### src/rtl/rcfd_pkg.sv
// Shared types and constants for the remote-control frame decoder and key tracker.
package rcfd_pkg;

   // Number of tracked buttons and keys; the first two are the mouse buttons.
   localparam int KEY_COUNT   = 18;
   localparam int MOUSE_KEYS  = 2;

   // Channel widths.
   localparam int REQ_TDATA_W = 144;
   localparam int RSP_TDATA_W = 184;
   localparam int CSR_INDEX_W = 2;
   localparam int CSR_DATA_W  = 16;

   // Field widths of one result.
   localparam int STICK_W     = 11;
   localparam int MOUSE_W     = 16;
   localparam int THRESH_W    = 10;
   localparam int LIMIT_W     = 16;
   localparam int KEY_STATE_W = 3;

   // Configuration register indexes.
   localparam logic [CSR_INDEX_W-1:0] CSR_MOUSE_LONG = 2'd0;
   localparam logic [CSR_INDEX_W-1:0] CSR_KEY_LONG   = 2'd1;
   localparam logic [CSR_INDEX_W-1:0] CSR_WHEEL_THR  = 2'd2;

   // Configuration reset values.
   localparam logic [LIMIT_W-1:0]  MOUSE_LONG_RESET = 16'd50;
   localparam logic [LIMIT_W-1:0]  KEY_LONG_RESET   = 16'd50;
   localparam logic [THRESH_W-1:0] WHEEL_THR_RESET  = 10'd500;

   // Item kinds carried in tuser.
   localparam logic ACTION_FRAME = 1'b0;
   localparam logic ACTION_TICK  = 1'b1;

   // Raw lever positions as sent in the frame.
   localparam logic [1:0] LEVER_POS_NONE = 2'd0;
   localparam logic [1:0] LEVER_POS_UP   = 2'd1;
   localparam logic [1:0] LEVER_POS_DOWN = 2'd2;
   localparam logic [1:0] LEVER_POS_MID  = 2'd3;

   // Per-key press state.
   typedef enum logic [KEY_STATE_W-1:0] {
      KEY_RELAX = 3'd0,
      KEY_DOWN  = 3'd1,
      KEY_SHORT = 3'd2,
      KEY_LONG  = 3'd3,
      KEY_UP    = 3'd4
   } key_state_type;

   // Lever and thumbwheel events.
   typedef enum logic [1:0] {
      EV_KEEP = 2'd0,
      EV_UP   = 2'd1,
      EV_MID  = 2'd2,
      EV_DOWN = 2'd3
   } lever_event_type;

endpackage

### src/rtl/rc_frame_decode_key_tracker.sv
// Top level: frame decoder with lever, thumbwheel and per-key press tracking.
//
//  channel | direction | handshake                  | payload
//  --------+-----------+----------------------------+-----------------------------------------
//  req     | in        | req_tvalid / req_tready    | tdata: 18 frame bytes, tuser: action
//  rsp     | out       | rsp_tvalid / rsp_tready    | tdata: decoded fields and key states
//  csr     | in        | csr_valid / csr_ready      | csr_index, csr_data (always ready)
//
// One item is accepted per cycle unless both registers are full and the result stalls.
// Each item waits in the input register, then is decoded and stepped through all key machines
// combinationally into the result register, from which its result is shown. The synchronous
// reset clears the key machines, lever and wheel history and decoded fields, and resets the
// configuration. A stalled result holds; the input register still takes one more item.
module rc_frame_decode_key_tracker
   import rcfd_pkg::*;
#(
   parameter int COUNT_WIDTH = 16
) (
   input  logic                    clock,
   input  logic                    reset,
   // Input items.
   input  logic                    req_tvalid,
   output logic                    req_tready,
   // [63:0] frame_low, [127:64] frame_mid, [143:128] frame_high
   input  logic [REQ_TDATA_W-1:0]  req_tdata,
   // [0] action
   input  logic                    req_tuser,
   // Result items.
   output logic                    rsp_tvalid,
   input  logic                    rsp_tready,
   // [10:0] stick_0, [21:11] stick_1, [32:22] stick_2, [43:33] stick_3,
   // [59:44] mouse_x, [75:60] mouse_y, [91:76] mouse_z, [102:92] wheel_value,
   // [108:103] lever_events, [162:109] key_states, [180:163] key_bits, [183:181] zero
   output logic [RSP_TDATA_W-1:0]  rsp_tdata,
   // Configuration writes.
   input  logic                    csr_valid,
   output logic                    csr_ready,
   input  logic [CSR_INDEX_W-1:0]  csr_index,
   input  logic [CSR_DATA_W-1:0]   csr_data
);

   localparam int CMP_W = (COUNT_WIDTH > LIMIT_W) ? COUNT_WIDTH : LIMIT_W;
   localparam logic [COUNT_WIDTH-1:0] CNT_MAX = {COUNT_WIDTH{1'b1}};

   // Configuration registers.
   logic [LIMIT_W-1:0]      mouse_long_ff;
   logic [LIMIT_W-1:0]      key_long_ff;
   logic [THRESH_W-1:0]     wheel_thr_ff;

   // Input register.
   logic                    s1_valid_ff;
   logic                    s1_action_ff;
   logic [63:0]             s1_low_ff;
   logic [63:0]             s1_mid_ff;
   logic [15:0]             s1_high_ff;

   // Tracking state and its next values.
   key_state_type           key_state_ff [KEY_COUNT];
   key_state_type           key_state_in [KEY_COUNT];
   logic [COUNT_WIDTH-1:0]  key_count_ff [KEY_COUNT];
   logic [COUNT_WIDTH-1:0]  key_count_in [KEY_COUNT];
   logic [1:0]              lever_last_ff [2];
   logic [1:0]              lever_last_in [2];
   lever_event_type         lever_event_ff [3];
   lever_event_type         lever_event_in [3];
   logic signed [STICK_W-1:0] wheel_last_ff;
   logic signed [STICK_W-1:0] wheel_last_in;

   // Decoded fields of the last frame, kept in raw offset form.
   logic [STICK_W-1:0]      stick_raw_ff [4];
   logic [STICK_W-1:0]      stick_raw_in [4];
   logic [STICK_W-1:0]      wheel_raw_ff;
   logic [STICK_W-1:0]      wheel_raw_in;
   logic [MOUSE_W-1:0]      mouse_ff [3];
   logic [MOUSE_W-1:0]      mouse_in [3];
   logic [KEY_COUNT-1:0]    key_bits_ff;
   logic [KEY_COUNT-1:0]    key_bits_in;

   // Result register.
   logic                    rsp_valid_ff;
   logic [RSP_TDATA_W-1:0]  rsp_data_ff;
   logic [RSP_TDATA_W-1:0]  rsp_data_in;

   // Decode helpers.
   logic                    s1_adv;
   logic                    is_frame;
   logic [1:0]              lever_pos [2];
   logic [KEY_COUNT-1:0]    frame_bits;
   logic [STICK_W-1:0]      frame_wheel;
   logic signed [STICK_W:0] wheel_new;
   logic signed [STICK_W:0] wheel_old;
   logic signed [STICK_W:0] wheel_mag;
   logic signed [STICK_W:0] wheel_thr;
   logic [KEY_COUNT*KEY_STATE_W-1:0] key_states_vec;

   // The input register moves on when the result register is empty or being drained.
   assign s1_adv     = s1_valid_ff && (!rsp_valid_ff || rsp_tready);
   assign req_tready = !reset && (!s1_valid_ff || s1_adv);
   assign is_frame   = (s1_action_ff == ACTION_FRAME);
   assign csr_ready  = 1'b1;
   assign rsp_tvalid = rsp_valid_ff;
   assign rsp_tdata  = rsp_data_ff;

   // Raw fields of the frame in the input register.
   assign lever_pos[0] = s1_low_ff[47:46];
   assign lever_pos[1] = s1_low_ff[45:44];
   assign frame_bits   = {s1_mid_ff[63:48], s1_mid_ff[40], s1_mid_ff[32]};
   assign frame_wheel  = s1_high_ff[STICK_W-1:0];

   // Thumbwheel dead-zone compare in 12-bit signed arithmetic.
   assign wheel_new = {{2{~frame_wheel[STICK_W-1]}}, frame_wheel[STICK_W-2:0]};
   assign wheel_old = {wheel_last_ff[STICK_W-1], wheel_last_ff};
   assign wheel_mag = wheel_old[STICK_W] ? -wheel_old : wheel_old;
   assign wheel_thr = {2'b00, wheel_thr_ff};

   // Frame decode and lever/wheel events.
   always_comb begin
      for (int i = 0; i < 4; i++) begin
         stick_raw_in[i] = stick_raw_ff[i];
      end
      for (int i = 0; i < 3; i++) begin
         mouse_in[i]       = mouse_ff[i];
         lever_event_in[i] = lever_event_ff[i];
      end
      for (int i = 0; i < 2; i++) begin
         lever_last_in[i] = lever_last_ff[i];
      end
      wheel_raw_in  = wheel_raw_ff;
      key_bits_in   = key_bits_ff;
      wheel_last_in = wheel_last_ff;

      if (s1_adv && is_frame) begin
         stick_raw_in[0] = s1_low_ff[10:0];
         stick_raw_in[1] = s1_low_ff[21:11];
         stick_raw_in[2] = s1_low_ff[32:22];
         stick_raw_in[3] = s1_low_ff[43:33];
         mouse_in[0]     = s1_low_ff[63:48];
         mouse_in[1]     = s1_mid_ff[15:0];
         mouse_in[2]     = s1_mid_ff[31:16];
         wheel_raw_in    = frame_wheel;
         key_bits_in     = frame_bits;

         // A lever moved to position zero keeps its previous event.
         for (int i = 0; i < 2; i++) begin
            if (lever_pos[i] != lever_last_ff[i]) begin
               case (lever_pos[i])
                  LEVER_POS_UP:   lever_event_in[i] = EV_UP;
                  LEVER_POS_MID:  lever_event_in[i] = EV_MID;
                  LEVER_POS_DOWN: lever_event_in[i] = EV_DOWN;
                  default:        lever_event_in[i] = lever_event_ff[i];
               endcase
               lever_last_in[i] = lever_pos[i];
            end else begin
               lever_event_in[i] = EV_KEEP;
            end
         end

         // The wheel raises an event only when it leaves the dead zone.
         if (wheel_mag < wheel_thr) begin
            if (wheel_new > wheel_thr) begin
               lever_event_in[2] = EV_UP;
            end else if (wheel_new < -wheel_thr) begin
               lever_event_in[2] = EV_DOWN;
            end else begin
               lever_event_in[2] = EV_KEEP;
            end
         end else begin
            lever_event_in[2] = EV_KEEP;
         end
         wheel_last_in = wheel_new[STICK_W-1:0];
      end
   end

   // Per-key press machines with saturating long-press counters.
   always_comb begin
      logic [LIMIT_W-1:0]     lim;
      logic [COUNT_WIDTH-1:0] cnt_inc;
      logic                   reach_long;
      logic                   pressed;
      for (int k = 0; k < KEY_COUNT; k++) begin
         lim        = (k < MOUSE_KEYS) ? mouse_long_ff : key_long_ff;
         cnt_inc    = (key_count_ff[k] == CNT_MAX) ? key_count_ff[k]
                                                   : key_count_ff[k] + 1'b1;
         reach_long = (CMP_W'(cnt_inc) >= CMP_W'(lim));
         pressed    = frame_bits[k];
         key_state_in[k] = key_state_ff[k];
         key_count_in[k] = key_count_ff[k];
         if (s1_adv && is_frame) begin
            case (key_state_ff[k])
               KEY_RELAX: begin
                  if (pressed) begin
                     key_state_in[k] = KEY_DOWN;
                     key_count_in[k] = '0;
                  end
               end
               KEY_SHORT: begin
                  if (!pressed) begin
                     key_state_in[k] = KEY_UP;
                     key_count_in[k] = '0;
                  end else if (reach_long) begin
                     key_state_in[k] = KEY_LONG;
                     key_count_in[k] = COUNT_WIDTH'(lim);
                  end else begin
                     key_count_in[k] = cnt_inc;
                  end
               end
               KEY_LONG: begin
                  if (!pressed) begin
                     key_state_in[k] = KEY_UP;
                     key_count_in[k] = '0;
                  end
               end
               default: begin
                  key_state_in[k] = key_state_ff[k];
               end
            endcase
         end else if (s1_adv) begin
            case (key_state_ff[k])
               KEY_DOWN: begin
                  key_state_in[k] = KEY_SHORT;
                  key_count_in[k] = cnt_inc;
               end
               KEY_UP: begin
                  key_state_in[k] = KEY_RELAX;
                  key_count_in[k] = '0;
               end
               KEY_SHORT: begin
                  if (reach_long) begin
                     key_state_in[k] = KEY_LONG;
                     key_count_in[k] = COUNT_WIDTH'(lim);
                  end else begin
                     key_count_in[k] = cnt_inc;
                  end
               end
               default: begin
                  key_state_in[k] = key_state_ff[k];
               end
            endcase
         end
      end
   end

   // Result packing; centred values are the raw values with the top bit flipped.
   always_comb begin
      for (int k = 0; k < KEY_COUNT; k++) begin
         key_states_vec[KEY_STATE_W*k +: KEY_STATE_W] = key_state_in[k];
      end
      rsp_data_in = {
         3'b000,
         key_bits_in,
         key_states_vec,
         lever_event_in[2], lever_event_in[1], lever_event_in[0],
         ~wheel_raw_in[STICK_W-1], wheel_raw_in[STICK_W-2:0],
         mouse_in[2], mouse_in[1], mouse_in[0],
         ~stick_raw_in[3][STICK_W-1], stick_raw_in[3][STICK_W-2:0],
         ~stick_raw_in[2][STICK_W-1], stick_raw_in[2][STICK_W-2:0],
         ~stick_raw_in[1][STICK_W-1], stick_raw_in[1][STICK_W-2:0],
         ~stick_raw_in[0][STICK_W-1], stick_raw_in[0][STICK_W-2:0]
      };
   end

   // Configuration, input register, tracking state and result register.
   always_ff @(posedge clock) begin
      if (reset) begin
         mouse_long_ff <= MOUSE_LONG_RESET;
         key_long_ff   <= KEY_LONG_RESET;
         wheel_thr_ff  <= WHEEL_THR_RESET;
         s1_valid_ff   <= 1'b0;
         rsp_valid_ff  <= 1'b0;
         for (int k = 0; k < KEY_COUNT; k++) begin
            key_state_ff[k] <= KEY_RELAX;
            key_count_ff[k] <= '0;
         end
         for (int i = 0; i < 2; i++) begin
            lever_last_ff[i] <= LEVER_POS_NONE;
         end
         for (int i = 0; i < 3; i++) begin
            lever_event_ff[i] <= EV_KEEP;
            mouse_ff[i]       <= '0;
         end
         for (int i = 0; i < 4; i++) begin
            stick_raw_ff[i] <= '0;
         end
         wheel_last_ff <= '0;
         wheel_raw_ff  <= '0;
         key_bits_ff   <= '0;
      end else begin
         // Register writes.
         if (csr_valid && csr_ready) begin
            case (csr_index)
               CSR_MOUSE_LONG: mouse_long_ff <= csr_data;
               CSR_KEY_LONG:   key_long_ff   <= csr_data;
               CSR_WHEEL_THR:  wheel_thr_ff  <= csr_data[THRESH_W-1:0];
               default:        mouse_long_ff <= mouse_long_ff;
            endcase
         end

         // Input register occupancy.
         if (req_tvalid && req_tready) begin
            s1_valid_ff <= 1'b1;
         end else if (s1_adv) begin
            s1_valid_ff <= 1'b0;
         end

         // Result register occupancy.
         if (s1_adv) begin
            rsp_valid_ff <= 1'b1;
         end else if (rsp_tready) begin
            rsp_valid_ff <= 1'b0;
         end

         for (int k = 0; k < KEY_COUNT; k++) begin
            key_state_ff[k] <= key_state_in[k];
            key_count_ff[k] <= key_count_in[k];
         end
         for (int i = 0; i < 2; i++) begin
            lever_last_ff[i] <= lever_last_in[i];
         end
         for (int i = 0; i < 3; i++) begin
            lever_event_ff[i] <= lever_event_in[i];
            mouse_ff[i]       <= mouse_in[i];
         end
         for (int i = 0; i < 4; i++) begin
            stick_raw_ff[i] <= stick_raw_in[i];
         end
         wheel_last_ff <= wheel_last_in;
         wheel_raw_ff  <= wheel_raw_in;
         key_bits_ff   <= key_bits_in;
      end
   end

   // Payload registers without reset.
   always_ff @(posedge clock) begin
      if (req_tvalid && req_tready) begin
         s1_action_ff <= req_tuser;
         s1_low_ff    <= req_tdata[63:0];
         s1_mid_ff    <= req_tdata[127:64];
         s1_high_ff   <= req_tdata[143:128];
      end
      if (s1_adv) begin
         rsp_data_ff <= rsp_data_in;
      end
   end

endmodule

### config.mk
export PLATFORM = sky130hd
export DESIGN_NAME = rc_frame_decode_key_tracker
export DESIGN_NICKNAME = d
export VERILOG_FILES = /design/src/rtl/rcfd_pkg.sv /design/src/rtl/rc_frame_decode_key_tracker.sv
export SDC_FILE = /design/constraint.sdc
export NUM_CORES = 2
export LEC_CHECK = 0
export ABC_AREA = 1
export BUFFER_PORTS_ARGS = -buffer_cell sky130_fd_sc_hd__buf_4
export CAP_MARGIN = 10
export CORE_ASPECT_RATIO = 1.1
export CORE_MARGIN = 2
export CORE_UTILIZATION = 57
export CTS_BUF_LIST = sky130_fd_sc_hd__clkbuf_2
export DETAILED_ROUTE_END_ITERATION = 10
export PLACE_DENSITY = 0.85
export SYNTH_ARGS = -nofsm -noshare
export SYNTH_HDL_FRONTEND = slang
export SYNTH_SLANG_ARGS = --single-unit
### constraint.sdc
create_clock -name clock -period 6.4 [get_ports clock]
set_input_delay 0.32 -clock clock [delete_from_list [all_inputs] [get_ports clock]]
set_output_delay 0.32 -clock clock [all_outputs]
set_load 0.1 [all_outputs]
==> results.md <==
- The run finished with clean final reports.
- The worst hold path passes through 5 cells.
- The commonest cells after synthesis are 2347 x sky130_fd_sc_hd__nand2_1, 717 x sky130_fd_sc_hd__inv_1, 706 x sky130_fd_sc_hd__a21oi_1, 563 x sky130_fd_sc_hd__nand3_1, 528 x sky130_fd_sc_hd__dfxtp_1.
- The number of nets in the layout is 8475.
- The die is approximately 320 µm tall.
- The global routing usage summed across all routing layers is 37.6%.
- Counting I/O delays and the setup requirement, the final critical path takes 4.70 ns.
- Setup violations remaining at the end of the flow were counted as 0.
- The tool flagged a number of max-cap violations equal to 0.
- From left edge to right edge, the die measures 291 µm.
- met2 is the most crowded layer.
- During I/O placement, the number of pins put on the boundary was about 360.
- The area of the die is approximately 93000 µm².
- In this run the tightest slew margin relative to its limit is 12.4%.
- The worst ir drop on vdd is 0.000226 V.
- The number of nets still failing antenna checks after routing is 0.
- The measured slew at the worst slew-check pin is 1.31 ns.
- TritonCTS built the clock tree.
- Dividing the detail-routed wire length by the instance count gives about 19 µm.
- Setup repair after global routing left no endpoint under its margin.
- The analysis attributes to cell leakage a power of around 0.028 µW.
- The worst hold path begins at csr_data[14].
- The cell with the most instances after synthesis is sky130_fd_sc_hd__nand2_1.
- The routed layout has around 54000 vias.
- Row generation in the floorplan step produced 115 rows.
- The synthesized design contains 307 enable-type register cells.
- Setup total negative slack on the finished layout was measured at 0 ns.
- The insertion delay of the later-clocked pin in the worst-skew pair is ~1.6 ns.
- The fraction of met2 tracks used by global routing is 60.0%.
- The total number of yosys warnings is 0.
- STA classifies the critical path startpoint as a register.
- For flop-to-flop paths, the worst setup slack is 1.70 ns.
- The flip-flop and latch area is 19800 µm².
- Of all cell types, the one taking the most synthesized area is sky130_fd_sc_hd__dfxtp_1.
- Global routing consumed, on the met1 layer, 44.2% of the routing resources.
- The portion of the post-synthesis area used by sequential elements is between 30% and 40%.
- Counting flops with an async set or reset pin after synthesis yields a share of 0%.
- After legalization and detailed placement, the total HPWL measured 102000 µm.
- The post-synthesis instance area is 51600 µm².
- CTS built an H-tree with a depth of 4.
- The count of final hold-check violations is 0.
- In the synthesized netlist, the number of instances is approximately 7000.
- For the worst flop-to-flop path, the logic depth is 15.
- After synthesis, the mean cell area works out to 7.17 µm².
- The TritonCTS buffer count is 210.
- The region available for standard cell placement spans 89600 µm².
- The type of destination of the critical path is a register.
- After detailed routing, the number of vias per cell comes to 5.83.
- The area added between synthesis and finish is 18.6%.
- The peak fanout along the critical path is 18.
- The wire length of the first global-routing pass is 280000 µm.
- The capture endpoint of the worst hold path is mouse_long_ff[14]$_SDFFE_PP0P_.
- The pin count of the biggest net entering global routing is 165.
- Global routing used between 10% and 20% of the available met3 tracks.
- The number of max-slew violations in the final report is 0.
- The routability congestion estimate is 0.977.
- The setup path with the least slack is of type register to register.
- The starting density of the core is 57.6%.
- The clock skew is 0.142 ns.
- After clock tree synthesis, the clock-pin slew on the worst setup and hold paths is around 0.12 ns.
- The detailed-routing iteration count for the pre-antenna-repair pass is 7.
- The clock net in this run drives a total of 835 sinks.
- In this run the power density over the cells is roughly 190 nW/µm².
- The initial antenna violation count is 4.
- The filler cells instantiated in the layout total 6927.
- The type of the tightest min-delay check is primary input to register.
- The footprint of the multi-input gates is around 28000 µm².
- The prevailing post-synth register cell is sky130_fd_sc_hd__dfxtp_1.
- The period utilization is 73.5%.
- Static timing analysis puts the maximum clock frequency at 0.213 GHz.
- The share of post-route cells with drive strength above 1 is 11.1%.
- STA puts the critical path data arrival time at 6.21 ns.
- The number of different library cells used by synthesis comes to 60.
- The start of the worst register-to-register path is key_count_ff[1][0]$_SDFFE_PP0P_.
- The number of DRC violations after detailed routing is 0.
- The share of synthesized area in the top cell type comes to 20.5%.
- In the post-synthesis netlist, the biggest area contributors are sky130_fd_sc_hd__dfxtp_1 20%, sky130_fd_sc_hd__edfxtp_1 18%, sky130_fd_sc_hd__nand2_1 17%.
- The number of port buffers is 331.
- The number of global-route vias before repair is 52348.
- Summed over all layers, the global routing overflow is 0.
- The root buffer cell is sky130_fd_sc_hd__clkbuf_2.
- The post-route cell area is 61200 µm².
- The synthesized flop and latch total is between 800 and 900.
- Data on the critical path is required at its endpoint by about 8 ns.
- In this run the deepest clock path goes through 3 buffers.
- The final routed wirelength across all metal layers is roughly 180000 µm.
- The area of placed instances is 54800 µm².
- The endpoint identified for the worst register-to-register timing path is key_count_ff[1][8]$_SDFFE_PP0P_.
- For this block, the initial DRC count from the detailed router was roughly 5800.
## cell usage in the layout (no fill, tap or decap), types with 18 or more instances in the layout
| cell type | synthesis | routed |
|---|---|---|
| sky130_fd_sc_hd__nand2_1 | 2347 | 2347 |
| sky130_fd_sc_hd__inv_1 | 717 | 716 |
| sky130_fd_sc_hd__a21oi_1 | 706 | 706 |
| sky130_fd_sc_hd__nand3_1 | 563 | 563 |
| sky130_fd_sc_hd__dfxtp_1 | 528 | 527 |
| sky130_fd_sc_hd__nor2_1 | 485 | 483 |
| sky130_fd_sc_hd__dlygate4sd3_1 | 0 | 441 |
| sky130_fd_sc_hd__buf_4 | 21 | 380 |
| sky130_fd_sc_hd__ha_1 | 344 | 344 |
| sky130_fd_sc_hd__clkbuf_2 | 4 | 312 |
| sky130_fd_sc_hd__edfxtp_1 | 307 | 307 |
| sky130_fd_sc_hd__o21ai_0 | 176 | 176 |
| sky130_fd_sc_hd__xor2_1 | 147 | 147 |
| sky130_fd_sc_hd__a211oi_1 | 108 | 108 |
| sky130_fd_sc_hd__or2_2 | 99 | 99 |
| sky130_fd_sc_hd__nand4_1 | 78 | 78 |
| sky130_fd_sc_hd__nor3_1 | 64 | 64 |
| sky130_fd_sc_hd__clkinv_1 | 6 | 59 |
| sky130_fd_sc_hd__xnor2_1 | 51 | 51 |
| sky130_fd_sc_hd__nor2_4 | 20 | 22 |
| sky130_fd_sc_hd__o21a_1 | 18 | 18 |
## report_power, final
group / switching [µW] / internal [µW] / total, µW
Combinational: 1390 / 582 / 1970
Sequential: 112 / 5690 / 5800
Clock: 2590 / 1350 / 3940
Total: 4090 / 7630 / 11700
## metal layers
metal / part of all wire (%) / vias up
met1: 36 / 24630
li1: - / 25318
met4: 7.3 / 4
met2: 44 / 3452
met3: 12 / 933
met5: 0.016 / -
## worst max-delay path, cell delays in order (launching register included)
cell and delay, ns:
sky130_fd_sc_hd__dfxtp_1 0.40, sky130_fd_sc_hd__ha_1 0.23, sky130_fd_sc_hd__nand2_1 0.11, sky130_fd_sc_hd__nor2_1 0.28, sky130_fd_sc_hd__nand4_1 0.67, sky130_fd_sc_hd__nand2_1 0.35, sky130_fd_sc_hd__ha_1 0.29, sky130_fd_sc_hd__a21oi_1 0.15
sky130_fd_sc_hd__o21ai_0 0.09, sky130_fd_sc_hd__a21oi_1 0.19, sky130_fd_sc_hd__nand3_1 0.52, sky130_fd_sc_hd__nand2_1 0.76, sky130_fd_sc_hd__nand3_1 0.24, sky130_fd_sc_hd__nand2_1 0.12, sky130_fd_sc_hd__nand2_1 0.07, sky130_fd_sc_hd__a21oi_1 0.18
## stage by stage
| stage | utilization (%) | instances | setup slack, ns | power, µW | hold slack (ns) |
|---|---|---|---|---|---|
| after global placement | 61.1 | 8478 | 2.21 | 7490 | 0.455 |
| after global routing | 68.3 | 9318 | 1.35 | 12100 | 0.161 |
| after CTS | 68.3 | 9315 | 2.09 | 11400 | 0.0153 |
| after floorplan | - | 7208 | 1.60 | 7040 | 0.419 |
| final | 68.3 | 9320 | 1.70 | 11700 | 0.222 |
| after detailed placement | 61.1 | 8478 | 2.10 | 7530 | 0.456 |
## how the worst max path moves through the flow
stage | end | slack [ns] | from | depth (start not counted)
floorplan | s1_action_ff$_DFFE_PP_ | 1.60 | rsp_tvalid$_SDFFE_PP0P_ | 5
global placement | rsp_tdata[112]$_DFFE_PP_ | 2.21 | key_count_ff[1][0]$_SDFFE_PP0P_ | 14
detailed placement | rsp_tdata[112]$_DFFE_PP_ | 2.10 | key_count_ff[1][0]$_SDFFE_PP0P_ | 14
CTS | rsp_tdata[112]$_DFFE_PP_ | 2.09 | key_count_ff[1][0]$_SDFFE_PP0P_ | 14
global route | key_count_ff[1][9]$_SDFFE_PP0P_ | 1.35 | key_count_ff[1][0]$_SDFFE_PP0P_ | 19
finish | key_count_ff[1][8]$_SDFFE_PP0P_ | 1.70 | key_count_ff[1][0]$_SDFFE_PP0P_ | 15
## flip-flops by register name, summed over array words and instances, names as in the netlist
register / cells
key_bits_ff: 18
lever_last_ff: 4
rsp_tdata: 181
rsp_tvalid: 1
s1_mid_ff: 50
s1_valid_ff: 1
key_state_ff: 54
wheel_last_ff: 11
wheel_thr_ff: 10
s1_action_ff: 1
mouse_long_ff: 16
s1_high_ff: 11
key_long_ff: 16
lever_event_ff: 6
s1_low_ff: 64
wheel_raw_ff: 11
mouse_ff: 48
stick_raw_ff: 44
key_count_ff: 288
## what timing repair did
action | in CTS | in global routing
hold buffers | 442 | 0
gates resized for setup | 0 | 0
hold endpoints to repair | 736 | 0
setup buffers | 0 | 0
## final cells by class
type	instances	area share, %
clock inverters	83	0.674
inverters	733	4.51
flip-flops and latches	835	32.3
clock buffers	312	2.55
repair buffers	826	12.0
diodes	4	0.0163
well taps	1170	2.39
multi-input cells	5357	45.5
## cells by family after synthesis
logic type                 count (synthesis)  synth area share (%)
other                                      2                0.0145
xor gates and xnor gates                 198                  3.36
DFF                                      835                  38.3
adders and majority gates                344                  8.33
buffers and inverters                   1016                  7.80
muxes                                      5                0.0993
AOI/OAI and AO/OA                       1083                  11.6
and+or+nand+nor                         3723                  30.5
No activity file was read; power rests on OpenSTA's default activity.
